**config.mk**
```make
export PLATFORM = sky130hd
export DESIGN_NAME = ppm_fifo
export DESIGN_NICKNAME = d
export VERILOG_FILES = /design/src/rtl/core/ppm_fifo.sv
export SDC_FILE = /design/constraint.sdc
export NUM_CORES = 1
export LEC_CHECK = 0
export ABC_AREA = 1
export BUFFER_PORTS_ARGS = -buffer_cell sky130_fd_sc_hd__buf_2
export CAP_MARGIN = 20
export CORE_MARGIN = 3
export CORE_UTILIZATION = 50
export DETAILED_ROUTE_END_ITERATION = 10
export PLACE_DENSITY = 0.71
export RECOVER_POWER = 25
export SLEW_MARGIN = 20
export SYNTH_ARGS = -nofsm -noshare
export SYNTH_HDL_FRONTEND = slang
export SYNTH_SLANG_ARGS = --single-unit
```
**constraint.sdc**
```tcl
create_clock -name clk -period 3.1 [get_ports clk]
set_input_delay 0 -clock clk [delete_from_list [all_inputs] [get_ports clk]]
set_output_delay 0 -clock clk [all_outputs]
set_load 0.02 [all_outputs]
```
**src/rtl/core/ppm_fifo.sv**
```systemverilog
// Small synchronous queue with registered storage and a combinational head.
// Used for the work queue and the result queue. No package dependency.
module ppm_fifo #(
    parameter int DEPTH = 4,
    parameter int WIDTH = 8
) (
    input  logic             clk,
    input  logic             rst_n,
    input  logic             wr_en,
    input  logic [WIDTH-1:0] wr_data,
    output logic             full,
    input  logic             rd_en,
    output logic [WIDTH-1:0] rd_data,
    output logic             empty
);

    localparam int PTR_W = $clog2(DEPTH);

    logic [WIDTH-1:0] mem [0:DEPTH-1];
    logic [PTR_W:0]   wr_ptr_reg;
    logic [PTR_W:0]   rd_ptr_reg;
    logic             do_wr;
    logic             do_rd;

    assign empty = (wr_ptr_reg == rd_ptr_reg);
    assign full  = (wr_ptr_reg[PTR_W] != rd_ptr_reg[PTR_W]) &&
                   (wr_ptr_reg[PTR_W-1:0] == rd_ptr_reg[PTR_W-1:0]);
    assign do_wr = wr_en && !full;
    assign do_rd = rd_en && !empty;
    assign rd_data = mem[rd_ptr_reg[PTR_W-1:0]];

    // Advance pointers
    always_ff @(posedge clk or negedge rst_n)
    begin
        if (!rst_n)
        begin
            wr_ptr_reg <= '0;
            rd_ptr_reg <= '0;
        end
        else
        begin
            if (do_wr)
            begin
                wr_ptr_reg <= wr_ptr_reg + 1'b1;
            end
            if (do_rd)
            begin
                rd_ptr_reg <= rd_ptr_reg + 1'b1;
            end
        end
    end

    // Store the item
    always_ff @(posedge clk)
    begin
        if (do_wr)
        begin
            mem[wr_ptr_reg[PTR_W-1:0]] <= wr_data;
        end
    end

endmodule

```
# Yosys cells after proc, flatten, opt, wreduce, memory -nomap -nowiden
# Memories as Yosys holds them, arrays and structs flattened.
# Cells that the tools add are included.
[classes] mux=2 reduce_logical=5 n_addsub=2 n_eq_ne=3
[ops] op="$add A3 B1 Y3 const B" n=2
[ops] op="$eq A3 B3 Y1" n=1
[ops] op="$logic_and A1 B1 Y1" n=3
[ops] op="$eq A2 B2 Y1" n=1
[ops] op="$logic_not A1 Y1" n=2
[ops] op="$mux W1" n=2
[ops] op="$ne A1 B1 Y1" n=1
[word_totals] in_bits=12 ramBits=32 n_memories=1 reg_bits=6
[memory_table] name="mem" words=4 word_bits=8 rd=1 rd_clocked_by_memory_dff=0 wr=1 line="19" text="logic [WIDTH-1:0] mem [0:DEPTH-1];"

# Longest topological paths before layout
[logic_depth] ltp_word=6 ltp_mapped=8 depth_no_buf=7

# Least setup slack after synthesis
# No wires, ideal clock.
[synth_path] path_type="register to register" from="reg rd_ptr_reg[0]" to="mem mem[0][0] (enable)" path_slack_ns=1.531 setup_ns=0.371 t_required_ns=2.729 arrival_time_ns=1.198 path_stages_with_launch=7 path_cell_list="dfrtp_1 buf_6 nand2_1 nand2_4 nand3_4 nand2_4 nor2_1"
[synth_via] elab_chain_cells=6
[synth_lines] element="start: declaration" line="21" text="logic [PTR_W:0] rd_ptr_reg;"
[synth_lines] element="start signal: assignment" line="48" text="rd_ptr_reg <= rd_ptr_reg + 1'b1;"
[synth_lines] element="$eq A2 B2 Y1" line="27" text="(wr_ptr_reg[PTR_W-1:0] == rd_ptr_reg[PTR_W-1:0]);"
[synth_lines] element="$logic_and A1 B1 Y1" line="26" text="assign full = (wr_ptr_reg[PTR_W] != rd_ptr_reg[PTR_W]) &&"
[synth_lines] element="$logic_not A1 Y1" line="28" text="assign do_wr = wr_en && !full;"
[synth_lines] element="$logic_and A1 B1 Y1" line="28"
[synth_lines] element="$mux W1" line="56" text="if (do_wr)"
[synth_lines] element="$mux W1 (not written as such)" line="58" text="mem[wr_ptr_reg[PTR_W-1:0]] <= wr_data;"
[synth_lines] element="end: declaration" line="19"
# No other way between the ends.

# Worst setup path after layout
[layout_path] from="reg rd_ptr_reg[0]" to="mem mem[2][1] (enable)"
# The elaborated chain is that of the path after synthesis.

==> results.toml <==
[power_and_ir_drop]
vdd_drop_max_mv = 0.452
leakage_nw = 0.806
cellPowerDensity_nw_per_um2 = 955
p_total_w = 0.00189

[floorplan]
dieHeight_microns = 63.4
die_area_sq_um = 4020
io_pins = 22
core_sq_um = 3100
fp-row-count = 20
initial_core_util = 0.531
dieWidth_microns = 63.4

[timing]
fin_ws_ns = 0.906
timing.final.crit_share = 0.708
drv_slew = 0
setup_tns_ns = 0
hold_viol_final = 0
hold_slack_ns = 0.442
slew_headroom = 0.559
rsz0062_at_grt = "no"
finalSetupViolCount = 0
fmax_mhz = 456
tightest_slew_ns = 0.660
skew_ns = 0.00840
fin_crit_ns = 2.19

[worst_setup_path]
critPathLaunchType = "flop"
worstSetupPathType = "reg -> reg"
startpoint = "rd_ptr_reg[0]"
worst-path-max-fanout = 20
cp.required_ns = 3.09
worstPathArrival_ns = 2.18
rr_startpoint = "rd_ptr_reg[0]"
cp-end-kind = "flop"

[clock_tree]
numCtsBuffers = 5
insertion_delay_ns = 0.35
h-tree-depth = 2
clkTransAtPathRegs_ns = 0.12
post_cts_buffers = 0
clock_sinks = 38
clockBufferDepth = 2
cts_root_buffer = "clkbuf_4"
cts_tree = "built"

[global_route]
grt_overflow = 0
antenna_found_initial = 0
grt_max_degree = 21
grt_pass1_wl_microns = 5260
globalRouteTotalUtil = 0.174
grt_pass1_vias = 1074

[finish]
fill_cells = 251
num_antenna_cells = 0
postLayoutCoreUtil = 0.638
nNetsFinal = 191
largest_reg_flops = 32
layout_commonest_cell = "edfxtp_1"
drive_gt1_frac = 0.177
layout_common_cells = "32 x edfxtp_1, 21 x nand2_1, 19 x nor2_1, 15 x buf_2, 14 x o21ai_0"
syn2layout_area_growth_pct = 20.0

[drt]
dr.pass1.iters = 4
ant_nets = 0
wl_microns = 3090
vias = 1113
vias_per_cell = 5.08
wl_per_cell_microns = 14.1
drc = 0
drtIter0Drc = 53

[run]
maxCapViolCount = 0

[placement]
port_buffers = 21
gp_congestion = 0.855
dp_hpwl_microns = 2210
dp_slack_ns = 0.956

[synthesis]
synth_seq_area_share = 0.674
synth_cells = 138
syn_avg_cell_area_sq_um = 11.9
yosys_register_bits = 38
synth_nets = 155
synth_area_sq_um = 1650
yosysWarnings = 0
ys_types = 19

[run_status]
outcome = "finished, final reports clean"

[hold_path]
hp-start = "wr_data[3]"
hold_path_class = "in -> reg"
[routing by layer]
metal | GRT usage | vias up | wire length (microns)
met5 | 0 | - | 0
met4 | 0.0647 | 0 | 68
met3 | 0.0517 | 9 | 268
met2 | 0.245 | 53 | 1330
met1 | 0.254 | 505 | 1420
li1 | - | 546 | -
[power breakdown]
group	internal [W]	switching [W]	total [W]
clock network	0.000169	0.000167	0.000336
logic	0.000257	0.000487	0.000744
registers	0.000689	0.000120	0.000809
total	0.00112	0.000774	0.00189
[per-stage QoR]
step | instances | instance area, sq um
6_report | 219 | 1980
5_1_grt | 219 | 1980
4_1_cts | 219 | 1990
3_5_place_dp | 199 | 1780
3_3_place_gp | 199 | 1780
2_1_floorplan | 138 | 1650
[repair_timing]
action / in CTS / in global routing
hold endpoints to repair: 43 / 0
gates resized for setup: 0 / 0
hold buffers: 12 / 0
setup endpoints to repair: 0 / 0
[critical path: stages (launching register included)]
cell and delay [ns]:
dfrtp_1 0.77, inv_4 0.19, nand2_2 0.12, nand2_4 0.06
nand3_4 0.11, nand2_4 0.07, nor2_1 0.51
[synthesized netlist by cell type]
cell type / instances / area, sq um
xnor2_2: 1 / 16.3
buf_2: 3 / 15.0
o21ai_0: 14 / 70.1
o22ai_1: 8 / 50.1
buf_6: 1 / 11.3
ha_1: 5 / 62.6
nand2_2: 2 / 12.5
nand2_4: 2 / 22.5
dfrtp_1: 6 / 150
inv_4: 1 / 6.26
nand3_4: 1 / 17.5
edfxtp_1: 32 / 961
nand3_1: 6 / 30.0
nand2_1: 21 / 78.8
xor2_1: 1 / 8.76
nand3_2: 1 / 10.0
inv_1: 12 / 45.0
nor2_1: 19 / 71.3
o21ai_1: 2 / 10.0
[final timing paths]
kind                                 end  slack, ns  cells past startpoint
max                            mem[2][1]       0.91                      6
min                            mem[0][3]       0.44                      2
max reg2reg                    mem[2][1]       0.91                      6
min reg2reg                wr_ptr_reg[2]       0.54                      2
max in group asynchronous  rd_ptr_reg[2]       2.28                      3
min in group asynchronous  wr_ptr_reg[2]       0.60                      3
[logic make-up after synthesis]
logic type / share of synthesized area
compound gates: 0.0789
xor+xnor: 0.0152
fa+ha+maj: 0.0379
buf+inv: 0.0470
flops: 0.674
simple gates: 0.147
[cell type report]
cell class	count	area, sq um	area share
sequential	38	1110	0.562
clock buffer	5	37.5	0.0190
timing repair buffer	33	218	0.110
multi-input combinational	83	460	0.233
tap	44	55.1	0.0278
clock inverter	3	45.0	0.0228
inverter	13	51.3	0.0259
(Power assumes the default switching activity.)
