### src/rtl/core/ppm_pkg.sv
// Shared types and constants for the peak programme meter.
// Holds the port item structs, the queue entry formats and the fixed-point constants.
// No dependencies.
package ppm_pkg;

    // Field and register widths
    localparam int CH_FIELD_W = 3;
    localparam int SAMPLE_W   = 24;
    localparam int COEF_W     = 24;
    localparam int DB_W       = 16;
    localparam int LEVEL_W    = 32;
    localparam int CFG_IDX_W  = 2;
    localparam int CFG_DATA_W = 24;

    // Configuration register indexes
    localparam logic [CFG_IDX_W-1:0] CFG_ATTACK  = 2'd0;
    localparam logic [CFG_IDX_W-1:0] CFG_RELEASE = 2'd1;
    localparam logic [CFG_IDX_W-1:0] CFG_FLOOR   = 2'd2;

    // Register reset values
    localparam logic [COEF_W-1:0]     ATTACK_RST  = 24'd76720;
    localparam logic [COEF_W-1:0]     RELEASE_RST = 24'd513;
    localparam logic signed [DB_W-1:0] FLOOR_RST  = 16'sh9C00;   // -100 dB in Q8.8

    // Fixed-point constants
    localparam logic [COEF_W:0]  ONE_Q24         = 25'h1000000;
    localparam logic [18:0]      DB_PER_LOG2_Q16 = 19'd394566;  // 20*log10(2), Q.16
    localparam logic [39:0]      ROUND_Q24       = 40'h0000800000;
    localparam logic [15:0]      DB_MAG_MAX      = 16'd32768;

    // dB converter pipeline shape
    localparam int NORM_STAGES = 5;    // shift by 16, 8, 4, 2, 1
    localparam int SQ_STAGES   = 16;   // one fraction bit of log2 per stage

    // Queue depths
    localparam int WORK_Q_DEPTH = 4;
    localparam int RES_Q_DEPTH  = 4;

    // Input item as seen on the push side
    typedef struct packed {
        logic [CH_FIELD_W-1:0]      channel;
        logic signed [SAMPLE_W-1:0] sample;
        logic                       block_end;
    } in_item_t;

    // Result item as seen on the pop side
    typedef struct packed {
        logic [CH_FIELD_W-1:0]  out_channel;
        logic signed [DB_W-1:0] level_db;
    } result_t;

    // Classified item between front and back
    typedef struct packed {
        logic [CH_FIELD_W-1:0] channel;
        logic [LEVEL_W-1:0]    mag;
        logic                  block_end;
    } work_t;

    // Block peak handed to the dB converter
    typedef struct packed {
        logic                  valid;
        logic [CH_FIELD_W-1:0] channel;
        logic [LEVEL_W-1:0]    peak;
    } peak_req_t;

endpackage

### src/rtl/core/ppm_fifo.sv
// Small synchronous queue with registered storage and a combinational head.
// Used for the work queue and the result queue. No package dependency.
module ppm_fifo #(
    parameter int DEPTH = 4,
    parameter int WIDTH = 8
) (
    input  logic             clk,
    input  logic             rst_n,
    input  logic             wr_en,
    input  logic [WIDTH-1:0] wr_data,
    output logic             full,
    input  logic             rd_en,
    output logic [WIDTH-1:0] rd_data,
    output logic             empty
);

    localparam int PTR_W = $clog2(DEPTH);

    logic [WIDTH-1:0] mem [0:DEPTH-1];
    logic [PTR_W:0]   wr_ptr_reg;
    logic [PTR_W:0]   rd_ptr_reg;
    logic             do_wr;
    logic             do_rd;

    assign empty = (wr_ptr_reg == rd_ptr_reg);
    assign full  = (wr_ptr_reg[PTR_W] != rd_ptr_reg[PTR_W]) &&
                   (wr_ptr_reg[PTR_W-1:0] == rd_ptr_reg[PTR_W-1:0]);
    assign do_wr = wr_en && !full;
    assign do_rd = rd_en && !empty;
    assign rd_data = mem[rd_ptr_reg[PTR_W-1:0]];

    // Advance pointers
    always_ff @(posedge clk or negedge rst_n)
    begin
        if (!rst_n)
        begin
            wr_ptr_reg <= '0;
            rd_ptr_reg <= '0;
        end
        else
        begin
            if (do_wr)
            begin
                wr_ptr_reg <= wr_ptr_reg + 1'b1;
            end
            if (do_rd)
            begin
                rd_ptr_reg <= rd_ptr_reg + 1'b1;
            end
        end
    end

    // Store the item
    always_ff @(posedge clk)
    begin
        if (do_wr)
        begin
            mem[wr_ptr_reg[PTR_W-1:0]] <= wr_data;
        end
    end

endmodule

### src/rtl/core/ppm_front.sv
// Front end: takes sample items, drops those on absent channels, forms |sample| in Q1.31
// and queues the classified item for the back end. Uses ppm_pkg and ppm_fifo.
module ppm_front #(
    parameter int NUM_CHANNELS = 8
) (
    input  logic               clk,
    input  logic               rst_n,
    input  logic               push,
    output logic               full,
    input  ppm_pkg::in_item_t  item,
    input  logic               q_pop,
    output logic               q_empty,
    output ppm_pkg::work_t     q_item
);

    logic                             ch_ok;
    logic [ppm_pkg::SAMPLE_W:0]       neg_sample;
    logic [ppm_pkg::SAMPLE_W-1:0]     mag24;
    ppm_pkg::work_t                   work;
    logic [$bits(ppm_pkg::work_t)-1:0] q_rd_data;

    // Classify: items on channels beyond the instance are dropped
    assign ch_ok = (32'(item.channel) < NUM_CHANNELS);

    // Form the magnitude; the most negative sample maps to 2^23
    assign neg_sample = ppm_pkg::ONE_Q24 - {1'b0, $unsigned(item.sample)};
    assign mag24      = item.sample[ppm_pkg::SAMPLE_W-1] ? neg_sample[ppm_pkg::SAMPLE_W-1:0]
                                                         : $unsigned(item.sample);

    always_comb
    begin
        work.channel   = item.channel;
        work.mag       = {mag24, 8'd0};
        work.block_end = item.block_end;
    end

    ppm_fifo #(
        .DEPTH (ppm_pkg::WORK_Q_DEPTH),
        .WIDTH ($bits(ppm_pkg::work_t))
    ) u_work_q (
        .clk     (clk),
        .rst_n   (rst_n),
        .wr_en   (push && ch_ok),
        .wr_data (work),
        .full    (full),
        .rd_en   (q_pop),
        .rd_data (q_rd_data),
        .empty   (q_empty)
    );

    assign q_item = q_rd_data;

endmodule

### config.mk
export PLATFORM = sky130hd
export DESIGN_NAME = ppm_front
export DESIGN_NICKNAME = d
export VERILOG_FILES = /design/src/rtl/core/ppm_pkg.sv /design/src/rtl/core/ppm_fifo.sv /design/src/rtl/core/ppm_front.sv
export SDC_FILE = /design/constraint.sdc
export NUM_CORES = 1
export LEC_CHECK = 0
export ABC_AREA = 1
export BUFFER_PORTS_ARGS = -buffer_cell sky130_fd_sc_hd__buf_2
export CAP_MARGIN = 20
export CORE_MARGIN = 2
export CORE_UTILIZATION = 40
export DETAILED_ROUTE_END_ITERATION = 7
export PLACE_DENSITY = 0.7
export SETUP_SLACK_MARGIN = 0.3
export SLEW_MARGIN = 5
export SYNTH_ARGS = -nofsm -noshare
export SYNTH_HDL_FRONTEND = slang
export SYNTH_HIERARCHICAL = 1
export SYNTH_SLANG_ARGS = --single-unit
### constraint.sdc
create_clock -name clk -period 5.45 [get_ports clk]
set_clock_uncertainty 0.1 [all_clocks]
set_input_delay 0.8175 -clock clk [delete_from_list [all_inputs] [get_ports clk]]
set_output_delay 0.8175 -clock clk [all_outputs]
set_load 0.02 [all_outputs]
# Word level (Yosys, flattened, before mapping)
# Memories as Yosys holds them, arrays and structs flattened.
# Cells that the tools add are included.
dict set report word_totals {
  reg_bits 6
  mem_bits_rw 112
  in_bits 32
  n_memories 1
}
dict set report op_classes {
  n_addsub 3
  eq_ne 3
  mux 3
  reduce_logical 5
}
# name words width read_ports rd_ports_with_merged_regs write_ports line_no
set memory_table {}
lappend memory_table {u_work_q.mem 4 28 1 0 1 ppm_fifo.sv:19} ;# logic [WIDTH-1:0] mem [0:DEPTH-1];
# cell count
set op_table {}
lappend op_table {{$mux 24} 1}
lappend op_table {{$sub 1x24->24 const A} 1}
lappend op_table {{$add 3x1->3 const B} 2}
lappend op_table {{$eq 3x3->1} 1}
lappend op_table {{$logic_and 1x1->1} 3}
lappend op_table {{$eq 2x2->1} 1}
lappend op_table {{$logic_not 1->1} 2}
lappend op_table {{$mux 1} 2}
lappend op_table {{$ne 1x1->1} 1}

# Logic depth before layout (Yosys ltp)
dict set report logic_depth {
  ltp_word 6
  ltp_mapped 9
  depth_no_buf 9
}

# Cells and area by module
# Netlist, hierarchy kept.
# module n_inst cells_per_inst area_per_inst_um2
set by_module_without_submodules {}
lappend by_module_without_submodules {ppm_fifo 1 408 5755.5}
lappend by_module_without_submodules {ppm_front 1 138 718.2}

# Worst setup path before layout
# Ideal clock, no wire load.
dict set report synth_path {
  path_type {input -> register}
  startpoint {in push}
  endpoint {mem u_work_q/mem[1][0] (netlist bit), enable pin}
  setup_ps 429
  t_arrival_ps 2413
  t_required_ps 4921
  path_slack_ps 2508
  cell_stages 2
  n_path_buf 0
  path_cell_list {nand2_2 nor2_1}
}
dict set report synth_via {
  elab_chain_len 3
}
# element line_no
set synth_lines {}
lappend synth_lines {{from (decl)} ppm_front.sv:8} ;# input logic push,
lappend synth_lines {{$logic_and 1x1->1} ppm_fifo.sv:28} ;# assign do_wr = wr_en && !full;
lappend synth_lines {{$mux 1} ppm_fifo.sv:56} ;# if (do_wr)
lappend synth_lines {{$mux 1 (not written as such)} ppm_fifo.sv:58} ;# mem[wr_ptr_reg[PTR_W-1:0]] <= wr_data;
lappend synth_lines {{to (decl)} ppm_fifo.sv:19}
# Every way passes these cells.

==> summary.md <==
| Metric | Value |
|---|---|
| TritonCTS clock tree | built |
| Gr usage total | between 10% and 20% |
| Via density | between 4 and 5 |
| Psw | approximately 1.6 mW |
| Layout cells sized above 1 | about a fifth |
| Largest net degree at the start of global routing | between 70 and 80 |
| Worst-case clock buffer depth | 2 |
| Critical path endpoint category | output port |
| Max transition margin | approximately 49% |
| VDD IR max | between 0.5 and 0.6 mV |
| Minimum clock period | around 3.2 ns |
| Part of the power in registers | 39.1% |
| Total negative setup slack | 0 ns |
| Synth Register Bits | 150 |
| Final-report setup violation count | 0 |
| Period Utilization, post-route | 58.8% |
| Sw frac | a little under two fifths |
| # IOs | 70 |
| DP Wirelength | around 8000 um |
| Initial detailed-routing violation count | 423 |
| Post-CTS Hold Fix Bufs | 0 |
| Initial Utilization | 40.9% |
| Routed WL | between 10000 and 15000 um |
| Arrival time at the worst endpoint | roughly 2.3 ns |
| Status | completed |
| Dpl ws | about 2.1 ns |
| Max reg flops | approximately 140 |
| Syn avg cell area | about 12 um^2 |
| Internal power | 2.57 mW |
| CP cell instances | buf_4 -> inv_1 -> buf_8 -> o21ai_0 -> o22ai_1 -> buf_2 |
| Die width | 131 um |
| Count of final max-slew check failures | 0 |
| Cell family with most CP delay | buffers and inverters |
| Grt peak-use layer | met2 |
| Post-CTS Resized | 0 |
| Synth warn | 6 |
| Combinational group share of total power | between 30% and 40% |
| Sequential fraction of the synthesis area | between 60 and 70% |
| Fmax | slightly above 300 MHz |
| Routing usage on met2 | between 20% and 30% |
| Cell variety after synth | 32 |
| Initial antenna violation count | 0 |
| Final WS setup | around 2.2 ns |
| CTS Sinks | 150 |
| Core Box Area | roughly 16000 um^2 |
| Critical path's largest stage delay | 0.47 ns |
| Critical path startpoint category | flip-flop |
| CTS buffer count | 17 |
| H-Tree Depth | 4 |
| Worst Path Class, Setup | flip-flop to output port |
| Worst-path maximum fanout | 40 |
| Clock insertion delay at the later pin of the skew report | slightly above 0.4 ns |
| GP Congestion | 0.910 |
| Clk pwr share | between 20% and 30% |
| Worst-path clk slew | roughly 0.060 ns |
| Synthesized area | 6470 um^2 |
| Area contributors post-synth | edfxtp_1 (67%), nor2_1 (5.5%), o21ai_0 (5.1%) |
| Setup bufs post-CTS | 0 |
| Chip Height | 131 um |
| Cell taking the most area after synthesis | edfxtp_1 |
| Global Route met3 Usage | between 3 and 4% |
| Pre-antenna DRT Iters | 5 |
| Overflow after GRT | 0 |
| Wire per inst | around 15 um |
| Fin. Hold Viols | 0 |
| # fillers | 1404 |
| PD cells | about 540 nW/um^2 |
| Worst path bufs/invs | 4 |
| Area Growth Syn to Fin | 18.8% |
| Met1 Usage GRT | approximately 20% |
| Worst Path Required | 4.53 ns |
| Max cap viols | 0 |
| Share of the synthesized area in the top cell type | about two thirds |
| Syn Inst Count | about 550 |
| Antenna diode count | 0 |
| DRC Markers | 0 |
| Measured slew at the worst slew-check pin | roughly 0.76 ns |
| Root Driver | clkbuf_16 |
| First-pass GRT wire length | 21500 um |
| Port Buf Inserts | between 60 and 70 |
| DRT antenna net count | 0 |
| Vias in the first global route | roughly 4300 |
| Worst Hold Class | input pin to async pin |
| Total power | 4.14 mW |
| Fin nets | between 600 and 700 |
| Rows | 46 |
| Leakage power | slightly below 3 nW |
| Routed vias | 4317 |
| Slowest-stage cell, CP | inv_1 |
| Die area | between 15000 and 20000 um^2 |
| RSZ-0062 raised after global routing | no |
## power groups by stage
stage          registers [mW]  logic, mW  clock network, mW
5_1_grt                  1.64       1.74               1.02
3_3_place_gp             1.64       1.50                  0
6_report                 1.62       1.57              0.955
2_1_floorplan            1.63       1.06                  0
3_5_place_dp             1.65       1.54                  0
4_1_cts                  1.63       1.54              0.971
## layer usage
metal  wire length, um  part of all wire, %  vias up
met5                 0                    0        -
met4               160                  1.2        0
met3               640                  4.8       15
met2              6720                   50      135
met1              5850                   44     2061
li1                  -                    -     2106
## worst reg2reg max path, cell delays in order, from the launching register on
cell     delay [ns]
dfrtp_1        0.32
buf_4          0.36
inv_1          0.38
nand2_1        0.16
nand2_1        0.12
nand3_4        0.13
nand2_2        0.14
nor2_4         0.53
buf_16         0.24
## stage by stage
step           utilization [%]  cell area, um^2  std cells  hold WS (ns)
5_1_grt                   48.6             7690        873         0.115
4_1_cts                   48.1             7610        869         0.117
3_3_place_gp              45.1             7130        841         0.406
3_5_place_dp              45.1             7130        841         0.415
6_report                  48.6             7690        873         0.124
2_1_floorplan                -             6590        577         0.384
## cell usage after synthesis (all sizes together)
cell type  number
nand2          71
nand3b          1
edfxtp        144
inv            33
ha              6
dfrtp           6
o22ai          36
xnor2           6
buf            14
o21ai          82
conb            1
o21bai          1
clkbuf         10
nand3          23
xor2            9
nor2          100
nand4           3
## cell families (layout without fill, tap and decap cells)
logic type / Yosys count / after routing / share of synthesized area (%)
AND/OR/NAND/NOR: 198 / 198 / 13.1
other: 1 / 32 / 0.0579
flip-flops: 150 / 150 / 69.1
adder cells (fa/ha/maj): 6 / 6 / 1.16
XOR/XNOR: 15 / 15 / 2.44
buffers and inverters: 57 / 137 / 3.81
AO/OA/AOI/OAI: 119 / 119 / 10.3
## cell usage in the layout, fill, tap and decap left out, types with 4 or more instances in the layout
cell type | Yosys | routed
buf_2 | 11 | 69
clkbuf_16 | 0 | 17
clkinv_2 | 0 | 4
conb_1 | 1 | 32
dfrtp_1 | 6 | 5
edfxtp_1 | 144 | 144
ha_1 | 6 | 6
inv_1 | 31 | 31
nand2_1 | 61 | 61
nand2_2 | 9 | 9
nand3_1 | 21 | 21
nor2_1 | 94 | 91
nor2_2 | 5 | 5
nor2_4 | 1 | 4
o21ai_0 | 66 | 66
o21ai_1 | 15 | 15
o22ai_1 | 36 | 36
xnor2_1 | 5 | 5
xor2_1 | 8 | 8
## final cells by class
class / count / area [um^2] / area share (%)
Clock buffer: 20 / 437 / 5.68
Timing Repair Buffer: 76 / 450 / 5.86
Inverter: 33 / 126 / 1.64
Sequential cell: 150 / 4480 / 58.2
Multi-Input combinational cell: 370 / 1890 / 24.6
Tap cell: 216 / 270 / 3.51
Clock inverter: 8 / 38.8 / 0.504
## path summary, 6_finish.rpt
| check | start | endpoint | slack, ns | cells past startpoint |
|---|---|---|---|---|
| worst max-delay path | u_work_q/rd_ptr_reg[1]$_DFFE_PN0P_ | q_item[22] | 2.24 | 6 |
| worst min-delay path | rst_n | u_work_q/rd_ptr_reg[2]$_DFFE_PN0P_ | 0.12 | 1 |
| worst max register to register | u_work_q/rd_ptr_reg[1]$_DFFE_PN0P_ | u_work_q/mem[1][19]$_DFFE_PP_ | 2.65 | 8 |
| worst min register to register | u_work_q/wr_ptr_reg[2]$_DFFE_PN0P_ | u_work_q/wr_ptr_reg[2]$_DFFE_PN0P_ | 0.43 | 2 |
| max in group asynchronous | rst_n | u_work_q/rd_ptr_reg[0]$_DFFE_PN0P_ | 4.96 | 1 |
| min in group clk | u_work_q/wr_ptr_reg[2]$_DFFE_PN0P_ | u_work_q/wr_ptr_reg[2]$_DFFE_PN0P_ | 0.43 | 2 |
No activity file was read; power rests on OpenSTA's default activity.
