--- src/rtl/core/ppm_pkg.sv ---
// Shared types and constants for the peak programme meter.
// Holds the port item structs, the queue entry formats and the fixed-point constants.
// No dependencies.
package ppm_pkg;

    // Field and register widths
    localparam int CH_FIELD_W = 3;
    localparam int SAMPLE_W   = 24;
    localparam int COEF_W     = 24;
    localparam int DB_W       = 16;
    localparam int LEVEL_W    = 32;
    localparam int CFG_IDX_W  = 2;
    localparam int CFG_DATA_W = 24;

    // Configuration register indexes
    localparam logic [CFG_IDX_W-1:0] CFG_ATTACK  = 2'd0;
    localparam logic [CFG_IDX_W-1:0] CFG_RELEASE = 2'd1;
    localparam logic [CFG_IDX_W-1:0] CFG_FLOOR   = 2'd2;

    // Register reset values
    localparam logic [COEF_W-1:0]     ATTACK_RST  = 24'd76720;
    localparam logic [COEF_W-1:0]     RELEASE_RST = 24'd513;
    localparam logic signed [DB_W-1:0] FLOOR_RST  = 16'sh9C00;   // -100 dB in Q8.8

    // Fixed-point constants
    localparam logic [COEF_W:0]  ONE_Q24         = 25'h1000000;
    localparam logic [18:0]      DB_PER_LOG2_Q16 = 19'd394566;  // 20*log10(2), Q.16
    localparam logic [39:0]      ROUND_Q24       = 40'h0000800000;
    localparam logic [15:0]      DB_MAG_MAX      = 16'd32768;

    // dB converter pipeline shape
    localparam int NORM_STAGES = 5;    // shift by 16, 8, 4, 2, 1
    localparam int SQ_STAGES   = 16;   // one fraction bit of log2 per stage

    // Queue depths
    localparam int WORK_Q_DEPTH = 4;
    localparam int RES_Q_DEPTH  = 4;

    // Input item as seen on the push side
    typedef struct packed {
        logic [CH_FIELD_W-1:0]      channel;
        logic signed [SAMPLE_W-1:0] sample;
        logic                       block_end;
    } in_item_t;

    // Result item as seen on the pop side
    typedef struct packed {
        logic [CH_FIELD_W-1:0]  out_channel;
        logic signed [DB_W-1:0] level_db;
    } result_t;

    // Classified item between front and back
    typedef struct packed {
        logic [CH_FIELD_W-1:0] channel;
        logic [LEVEL_W-1:0]    mag;
        logic                  block_end;
    } work_t;

    // Block peak handed to the dB converter
    typedef struct packed {
        logic                  valid;
        logic [CH_FIELD_W-1:0] channel;
        logic [LEVEL_W-1:0]    peak;
    } peak_req_t;

endpackage

--- src/rtl/core/ppm_level.sv ---
// Back end, level part: per-channel attack/release smoothing and block peak tracking.
// State lives in two channel memories with valid bits and last-write forwarding.
// Uses ppm_pkg.
module ppm_level #(
    parameter int NUM_CHANNELS = 8
) (
    input  logic                          clk,
    input  logic                          rst_n,
    input  logic                          adv,
    input  logic                          q_empty,
    input  ppm_pkg::work_t                q_item,
    output logic                          q_pop,
    input  logic [ppm_pkg::COEF_W-1:0]    attack_coef,
    input  logic [ppm_pkg::COEF_W-1:0]    release_coef,
    output ppm_pkg::peak_req_t            pk
);

    localparam int CH_W = (NUM_CHANNELS > 1) ? $clog2(NUM_CHANNELS) : 1;
    localparam int LW   = ppm_pkg::LEVEL_W;

    logic [LW-1:0]           lvl_mem [0:NUM_CHANNELS-1];
    logic [LW-1:0]           pk_mem  [0:NUM_CHANNELS-1];
    logic [NUM_CHANNELS-1:0] vld_reg;

    logic [CH_W+ppm_pkg::CH_FIELD_W-1:0] head_ext;
    logic [CH_W+ppm_pkg::CH_FIELD_W-1:0] b2_ext;
    logic [CH_W-1:0]         head_idx;
    logic [CH_W-1:0]         b2_idx;

    logic                    b2_valid_reg;
    ppm_pkg::work_t          b2_item_reg;
    logic [LW-1:0]           lvl_rd_reg;
    logic [LW-1:0]           pk_rd_reg;
    logic                    vld_rd_reg;

    logic                    lw_valid_reg;
    logic [CH_W-1:0]         lw_idx_reg;
    logic [LW-1:0]           lw_lvl_reg;
    logic [LW-1:0]           lw_pk_reg;

    logic                    commit;
    logic                    fwd;
    logic [LW-1:0]           cur_lvl;
    logic [LW-1:0]           cur_pk;
    logic                    rel;
    logic [LW-1:0]           op_a;
    logic [ppm_pkg::COEF_W:0] op_b;
    logic [LW+ppm_pkg::COEF_W:0] prod;
    logic [LW-1:0]           lvl_next;
    logic [LW-1:0]           pk_next;
    logic [LW-1:0]           pk_wr;

    assign head_ext = {{CH_W{1'b0}}, q_item.channel};
    assign b2_ext   = {{CH_W{1'b0}}, b2_item_reg.channel};
    assign head_idx = head_ext[CH_W-1:0];
    assign b2_idx   = b2_ext[CH_W-1:0];

    assign q_pop  = adv && !q_empty;
    assign commit = adv && b2_valid_reg;

    // Pick up the latest state: last write wins, unwritten entries read as zero
    assign fwd     = lw_valid_reg && (lw_idx_reg == b2_idx);
    assign cur_lvl = fwd ? lw_lvl_reg : (vld_rd_reg ? lvl_rd_reg : '0);
    assign cur_pk  = fwd ? lw_pk_reg  : (vld_rd_reg ? pk_rd_reg  : '0);

    // Release decays the level; attack moves it towards the magnitude by a*(m - level)
    assign rel  = cur_lvl > b2_item_reg.mag;
    assign op_a = rel ? cur_lvl : (b2_item_reg.mag - cur_lvl);
    assign op_b = rel ? (ppm_pkg::ONE_Q24 - {1'b0, release_coef}) : {1'b0, attack_coef};
    assign prod = op_a * op_b;

    always_comb
    begin
        if (rel)
        begin
            lvl_next = prod[LW+ppm_pkg::COEF_W-1:ppm_pkg::COEF_W];
        end
        else
        begin
            lvl_next = cur_lvl + prod[LW+ppm_pkg::COEF_W-1:ppm_pkg::COEF_W];
        end
        pk_next = (lvl_next > cur_pk) ? lvl_next : cur_pk;
        pk_wr   = b2_item_reg.block_end ? '0 : pk_next;
    end

    // Hand the block peak to the dB converter on end of block
    always_comb
    begin
        pk.valid   = b2_valid_reg && b2_item_reg.block_end;
        pk.channel = b2_item_reg.channel;
        pk.peak    = pk_next;
    end

    // Move the head item into the update stage
    always_ff @(posedge clk or negedge rst_n)
    begin
        if (!rst_n)
        begin
            b2_valid_reg <= 1'b0;
        end
        else if (adv)
        begin
            b2_valid_reg <= !q_empty;
        end
    end

    // Read state for the head item, write back the updated state
    always_ff @(posedge clk)
    begin
        if (q_pop)
        begin
            b2_item_reg <= q_item;
            lvl_rd_reg  <= lvl_mem[head_idx];
            pk_rd_reg   <= pk_mem[head_idx];
            vld_rd_reg  <= vld_reg[head_idx];
        end
        if (commit)
        begin
            lvl_mem[b2_idx] <= lvl_next;
            pk_mem[b2_idx]  <= pk_wr;
        end
    end

    // Mark written entries and hold the last write for forwarding
    always_ff @(posedge clk or negedge rst_n)
    begin
        if (!rst_n)
        begin
            vld_reg      <= '0;
            lw_valid_reg <= 1'b0;
        end
        else if (commit)
        begin
            vld_reg[b2_idx] <= 1'b1;
            lw_valid_reg    <= 1'b1;
        end
    end

    always_ff @(posedge clk)
    begin
        if (commit)
        begin
            lw_idx_reg <= b2_idx;
            lw_lvl_reg <= lvl_next;
            lw_pk_reg  <= pk_wr;
        end
    end

endmodule

--- config.mk ---
export PLATFORM = sky130hd
export DESIGN_NAME = ppm_level
export DESIGN_NICKNAME = d
export VERILOG_FILES = /design/src/rtl/core/ppm_pkg.sv /design/src/rtl/core/ppm_level.sv
export SDC_FILE = /design/constraint.sdc
export NUM_CORES = 2
export LEC_CHECK = 0
export BUFFER_PORTS_ARGS = -buffer_cell sky130_fd_sc_hd__buf_2
export CORE_MARGIN = 5
export CORE_UTILIZATION = 43
export CTS_CLUSTER_DIAMETER = 60
export CTS_CLUSTER_SIZE = 28
export DETAILED_ROUTE_END_ITERATION = 7
export PLACE_DENSITY = 0.62
export SKIP_CTS_REPAIR_TIMING = 1
export SLEW_MARGIN = 0
export SYNTH_ARGS = -nofsm -noshare
export SYNTH_HDL_FRONTEND = slang
export SYNTH_SLANG_ARGS = --single-unit
--- constraint.sdc ---
create_clock -name clk -period 34.5 [get_ports clk]
set_input_delay 3.45 -clock clk [delete_from_list [all_inputs] [get_ports clk]]
set_output_delay 3.45 -clock clk [all_outputs]
set_load 0.05 [all_outputs]
; Yosys cells after proc, flatten, opt, wreduce, memory -nomap -nowiden
; Memory sizes are Yosys's and may differ from the RTL's. A register that Yosys moved wholly into a read port is not among the register bits.
; Cells that the tools add are included.
[op_classes]
n_addsub = 3
n_mul = 1
n_lt_le_gt_ge = 5
n_eq_ne = 1
muxes = 15
bitwise = 1
n_reduce_logical = 6
[ops]
columns = operator, n
row1 = $mux W32, 8
row2 = $gt A32 B32 Y1, 2
row3 = $mul A32 B25 Y56, 1
row4 = $add A32 B32 Y32, 1
row5 = $sub A32 B32 Y32, 1
row6 = $mux W25, 1
row7 = $sub A25 B24 Y25 const A, 1
row8 = $lt A3 B4 Y1 const B, 2
row9 = $or A8 B8 Y8, 1
row10 = $logic_and A1 B1 Y1, 5
row11 = $mux W1, 4
row12 = $bmux W1 S3, 1
row13 = $demux W1 S3, 1
row14 = $eq A3 B3 Y1, 1
row15 = $ge A3 B1 Y1 const B, 1
row16 = $logic_not A1 Y1, 1
[totals]
regBits = 114
ram_bits = 512
in_bits = 88
wordCells = 44
n_memories = 2
[mem_list]
columns = name, depth, word_bits, rd, rd_ports_with_merged_regs, wr, line_no
row1 = lvl_mem, 8, 32, 1, 1, 1, ppm_level.sv:21  ; logic [LW-1:0] lvl_mem [0:NUM_CHANNELS-1];
row2 = pk_mem, 8, 32, 1, 1, 1, ppm_level.sv:22  ; logic [LW-1:0] pk_mem [0:NUM_CHANNELS-1];

; Longest topological paths before layout
[depth]
ltp_word = 11
depth_mapped = 76
depth_no_buf = 69

; Worst setup path after synthesis
; No wires, ideal clock.
[synth_path]
path_type = input to output
startpoint = in release_coef[0] (netlist bit)
endpoint = out pk[25] (netlist bit)
arrival_time_ns = 16.504
required_time_ns = 31.050
setup_slack_ns = 14.546
cell_stages = 61
path_cell_list = inv_1 > ha_1 > nor3b_1 > nand2_1 > or2_2 > nor3_1 > nand2_1 > xor2_1 > nand2_1 > and2_1 > clkbuf_1 > clkbuf_1 > nor2_1 > fa_1 > inv_1 > fa_1 > inv_1 > fa_1 > [25 not listed] > a21oi_1 > o21ai_0 > and3_1 > and2_1 > a211oi_1 > o41ai_1 > xnor2_1 > a21oi_1 > ha_1 > a21o_1 > a21o_1 > a21oi_1 > o21ai_0 > o41a_1 > inv_1 > clkbuf_1 > nor2_1 > a21oi_1
[synth_lines]
columns = item, line_no
row1 = start: declaration, ppm_level.sv:14  ; input logic [ppm_pkg::COEF_W-1:0] release_coef,
row2 = end: declaration, ppm_level.sv:15  ; output ppm_pkg::peak_req_t pk

==> flow_metrics.env <==
export IMPL_status="finished, final reports clean"
export IMPL_hpwl_um=132000
export IMPL_antenna_found_initial=15
export IMPL_clk_latency_ps=700
export IMPL_postSynth_asyncResetShare_pct=1.45
export IMPL_fp_dieH_um=371
export IMPL_slew_viol_final=0
export IMPL_cp_start_kind="register"
export IMPL_post_synth_num_cell_types=89
export IMPL_critPathRequiredTime_ps=31050
export IMPL_synth_simple_gate_area_share_pct=10.6
export IMPL_yosysSeqAreaShare_pct=36.8
export IMPL_syn_num_nets=5946
export IMPL_yosysWarningCount=0
export IMPL_reg2reg_slack_ps=14070
export IMPL_regToRegEndpoint="pk_mem[0][29]$_DFFE_PP_"
export IMPL_wl_per_cell_um=26.1
export IMPL_cts_tree="done"
export IMPL_port_buffers=124
export IMPL_finClkSkew_ps=105
export IMPL_cap_violations=0
export IMPL_place_gp_congestion=0.978
export IMPL_drt_first_pass_iters=7
export IMPL_grt_pass1_vias=40000
export IMPL_cts_root_buf="clkbuf_16"
export IMPL_max_stage_delay_ps=930
export IMPL_synth_seq_cells=690
export IMPL_dr_total_vias=38700
export IMPL_hp_start="vld_reg[4]$_DFFE_PN0P_"
export IMPL_area_growth_pct=9.21
export IMPL_critPathKind="reg -> out"
export IMPL_synth_top_family_by_area="adder cells"
export IMPL_relSlewSlack_pct=12.3
export IMPL_synth_flop_cell="edfxtp_1"
export IMPL_tightest_slew_ps=1310
export IMPL_cts_max_level=2
export IMPL_fin_setup_tns_ps=0
export IMPL_final_hold_viol_count=0
export IMPL_crit_fanout=58
export IMPL_setup_violations=0
export IMPL_synthMuxAreaShare_pct=7.23
export IMPL_cp_end_kind="output pin"
export IMPL_io_pins=125
export IMPL_clk_path_buf_depth=3
export IMPL_syn_area_um2=56200
export IMPL_synth_compound_gate_area_share_pct=6.25
export IMPL_synth_adder_area_share_pct=30.7
export IMPL_synth_edf_count=680
export IMPL_grt_max_degree=92
export IMPL_grt_use_met3_pct=5.36
export IMPL_cts_made_buffers=52
export IMPL_clock_sinks=690
export IMPL_drc_errors=0
export IMPL_worstRegToRegCells=57
export IMPL_syn_avg_cell_area_um2=11.5
export IMPL_drt_iter0_drc=3426
export IMPL_crit_arrival_ps=20740
export IMPL_final_period_utilization_pct=70.1
export IMPL_grt_pass1_wl_um=262000
export IMPL_vias_per_cell=5.72
export IMPL_clock_fmax_mhz=41.3
export IMPL_syn_inst=4892
export IMPL_worst_path_max_delay_cell="o41a_2"
export IMPL_rsz0062_at_grt="false"
export IMPL_period_minus_slack_ps=24190
export IMPL_coreArea_um2=130000
export IMPL_clk_pin_slew_ps=80
export IMPL_routed_wl_um=177000
export IMPL_met1_usage_pct=33.9
export IMPL_rr_startpoint="b2_idx[0]$_DFFE_PP_"
export IMPL_top_usage_layer="met2"
export IMPL_layout_drive_gt1_share_pct=12.6
export IMPL_rows=132
export IMPL_cpMostUsedCell="fa_1"
export IMPL_fin_nets=6028
export IMPL_hold_depth=1
export IMPL_dieArea_um2=138000
export IMPL_initial_core_util_pct=43.3
export IMPL_grtUsageMet2_pct=41.8
export IMPL_hold_class="reg -> reg"
export IMPL_grt_usage_pct=25.8
export IMPL_synth_xor_area_share_pct=1.79
export IMPL_grt_remaining_overflow=0
export IMPL_die_w_um=371
export IMPL_ant_nets=0
export IMPL_holdPathEnd="vld_reg[4]$_DFFE_PN0P_"
## synth_stat cells, types with 20 or more instances
| library cell | instances | area share, % |
|---|---|---|
| nor2_1 | 435 | 2.9 |
| edfxtp_1 | 680 | 36 |
| buf_1 | 24 | 0.16 |
| fa_1 | 687 | 24 |
| nor3_1 | 23 | 0.21 |
| nand3_1 | 42 | 0.37 |
| and3_1 | 56 | 0.62 |
| nand2b_1 | 32 | 0.36 |
| inv_1 | 754 | 5.0 |
| xor2_1 | 35 | 0.55 |
| a21o_1 | 67 | 0.90 |
| and2_1 | 41 | 0.46 |
| a211oi_1 | 20 | 0.27 |
| clkbuf_1 | 194 | 1.3 |
| nand2_1 | 598 | 4.0 |
| mux2_2 | 72 | 1.4 |
| ha_1 | 279 | 6.2 |
| nand4_1 | 30 | 0.33 |
| a21oi_1 | 185 | 1.6 |
| o21ai_0 | 95 | 0.85 |
| xnor2_1 | 75 | 1.2 |
| mux2i_1 | 32 | 0.57 |
| nor2b_1 | 37 | 0.41 |
| o21a_1 | 38 | 0.51 |
| mux4_2 | 130 | 5.2 |
## worst max-delay path, delay by kind of cell (launching register included)
kind | cells | cell delay [ps]
DFF | 1 | 520
muxes | 1 | 430
AOI/OAI and AO/OA | 15 | 5850
and+or+nand+nor | 17 | 3980
xor gates and xnor gates | 3 | 890
buffers and inverters | 8 | 3290
adders and majority gates | 11 | 4980
## cells by family (layout without fill, tap and decap cells)
family                     Yosys count  in the layout
and+or+nand+nor                   1364           1364
xor gates and xnor gates           112            112
adders and majority gates          966            966
AOI/OAI and AO/OA                  545            545
other                                0              8
buffers and inverters              981           1106
DFF                                690            690
muxes                              234            234
## placed cells by master, fill, tap and decap left out, types with 38 or more instances in the layout
master / n
inv_1: 754
fa_1: 687
edfxtp_1: 680
nand2_1: 598
nor2_1: 429
ha_1: 279
a21oi_1: 181
mux4_2: 130
buf_4: 129
buf_2: 123
o21ai_0: 86
xnor2_1: 74
mux2_2: 72
a21o_1: 67
and3_1: 56
clkbuf_16: 52
nand3_1: 42
and2_1: 40
o21a_1: 38
## routing by layer
layer  part of all wire, %  up-vias
met4                   5.3        8
met5                 0.032        -
met2                    47     1911
met1                    38    19900
li1                      -    16400
met3                   9.6      481
## how the worst max path moves through the flow
stage / from / to / slack, ps / cells after the start
after floorplan: release_coef[0] / pk[25] / 14550 / 61
after global placement: release_coef[0] / pk[25] / 11660 / 54
after detailed placement: b2_idx[0]$_DFFE_PP_ / pk[25] / 11320 / 55
after CTS: b2_idx[0]$_DFFE_PP_ / pk[25] / 10520 / 55
after global routing: b2_idx[0]$_DFFE_PP_ / pk[25] / 9110 / 55
final: b2_idx[0]$_DFFE_PP_ / pk[25] / 10310 / 55
## final cells by class
class                   count  area (µm²)
clock inverters            45         721
diodes                      8        20.0
clock buffers              52        1300
flip-flops and latches    690       20700
multi-input cells        3221       32000
fillers                 11700       68300
well taps                1742        2180
repair buffers            254        1610
inverters                 755        2830
## stage by stage
stage / setup slack, ps / utilization (%) / hold WS, ps / cell area [µm²] / cells
detailed placement: 11320 / 45.7 / 449 / 59300 / 6660
floorplan: 14550 / - / 434 / 56200 / 4892
finish: 10310 / 47.3 / 468 / 61300 / 6767
global route: 9110 / 47.3 / 480 / 61300 / 6760
CTS: 10520 / 47.3 / 469 / 61300 / 6757
global placement: 11660 / 45.7 / 447 / 59300 / 6660
Power is not shown: default switching activity piles up to over one toggle a cycle in this logic, so the estimate is an artifact.
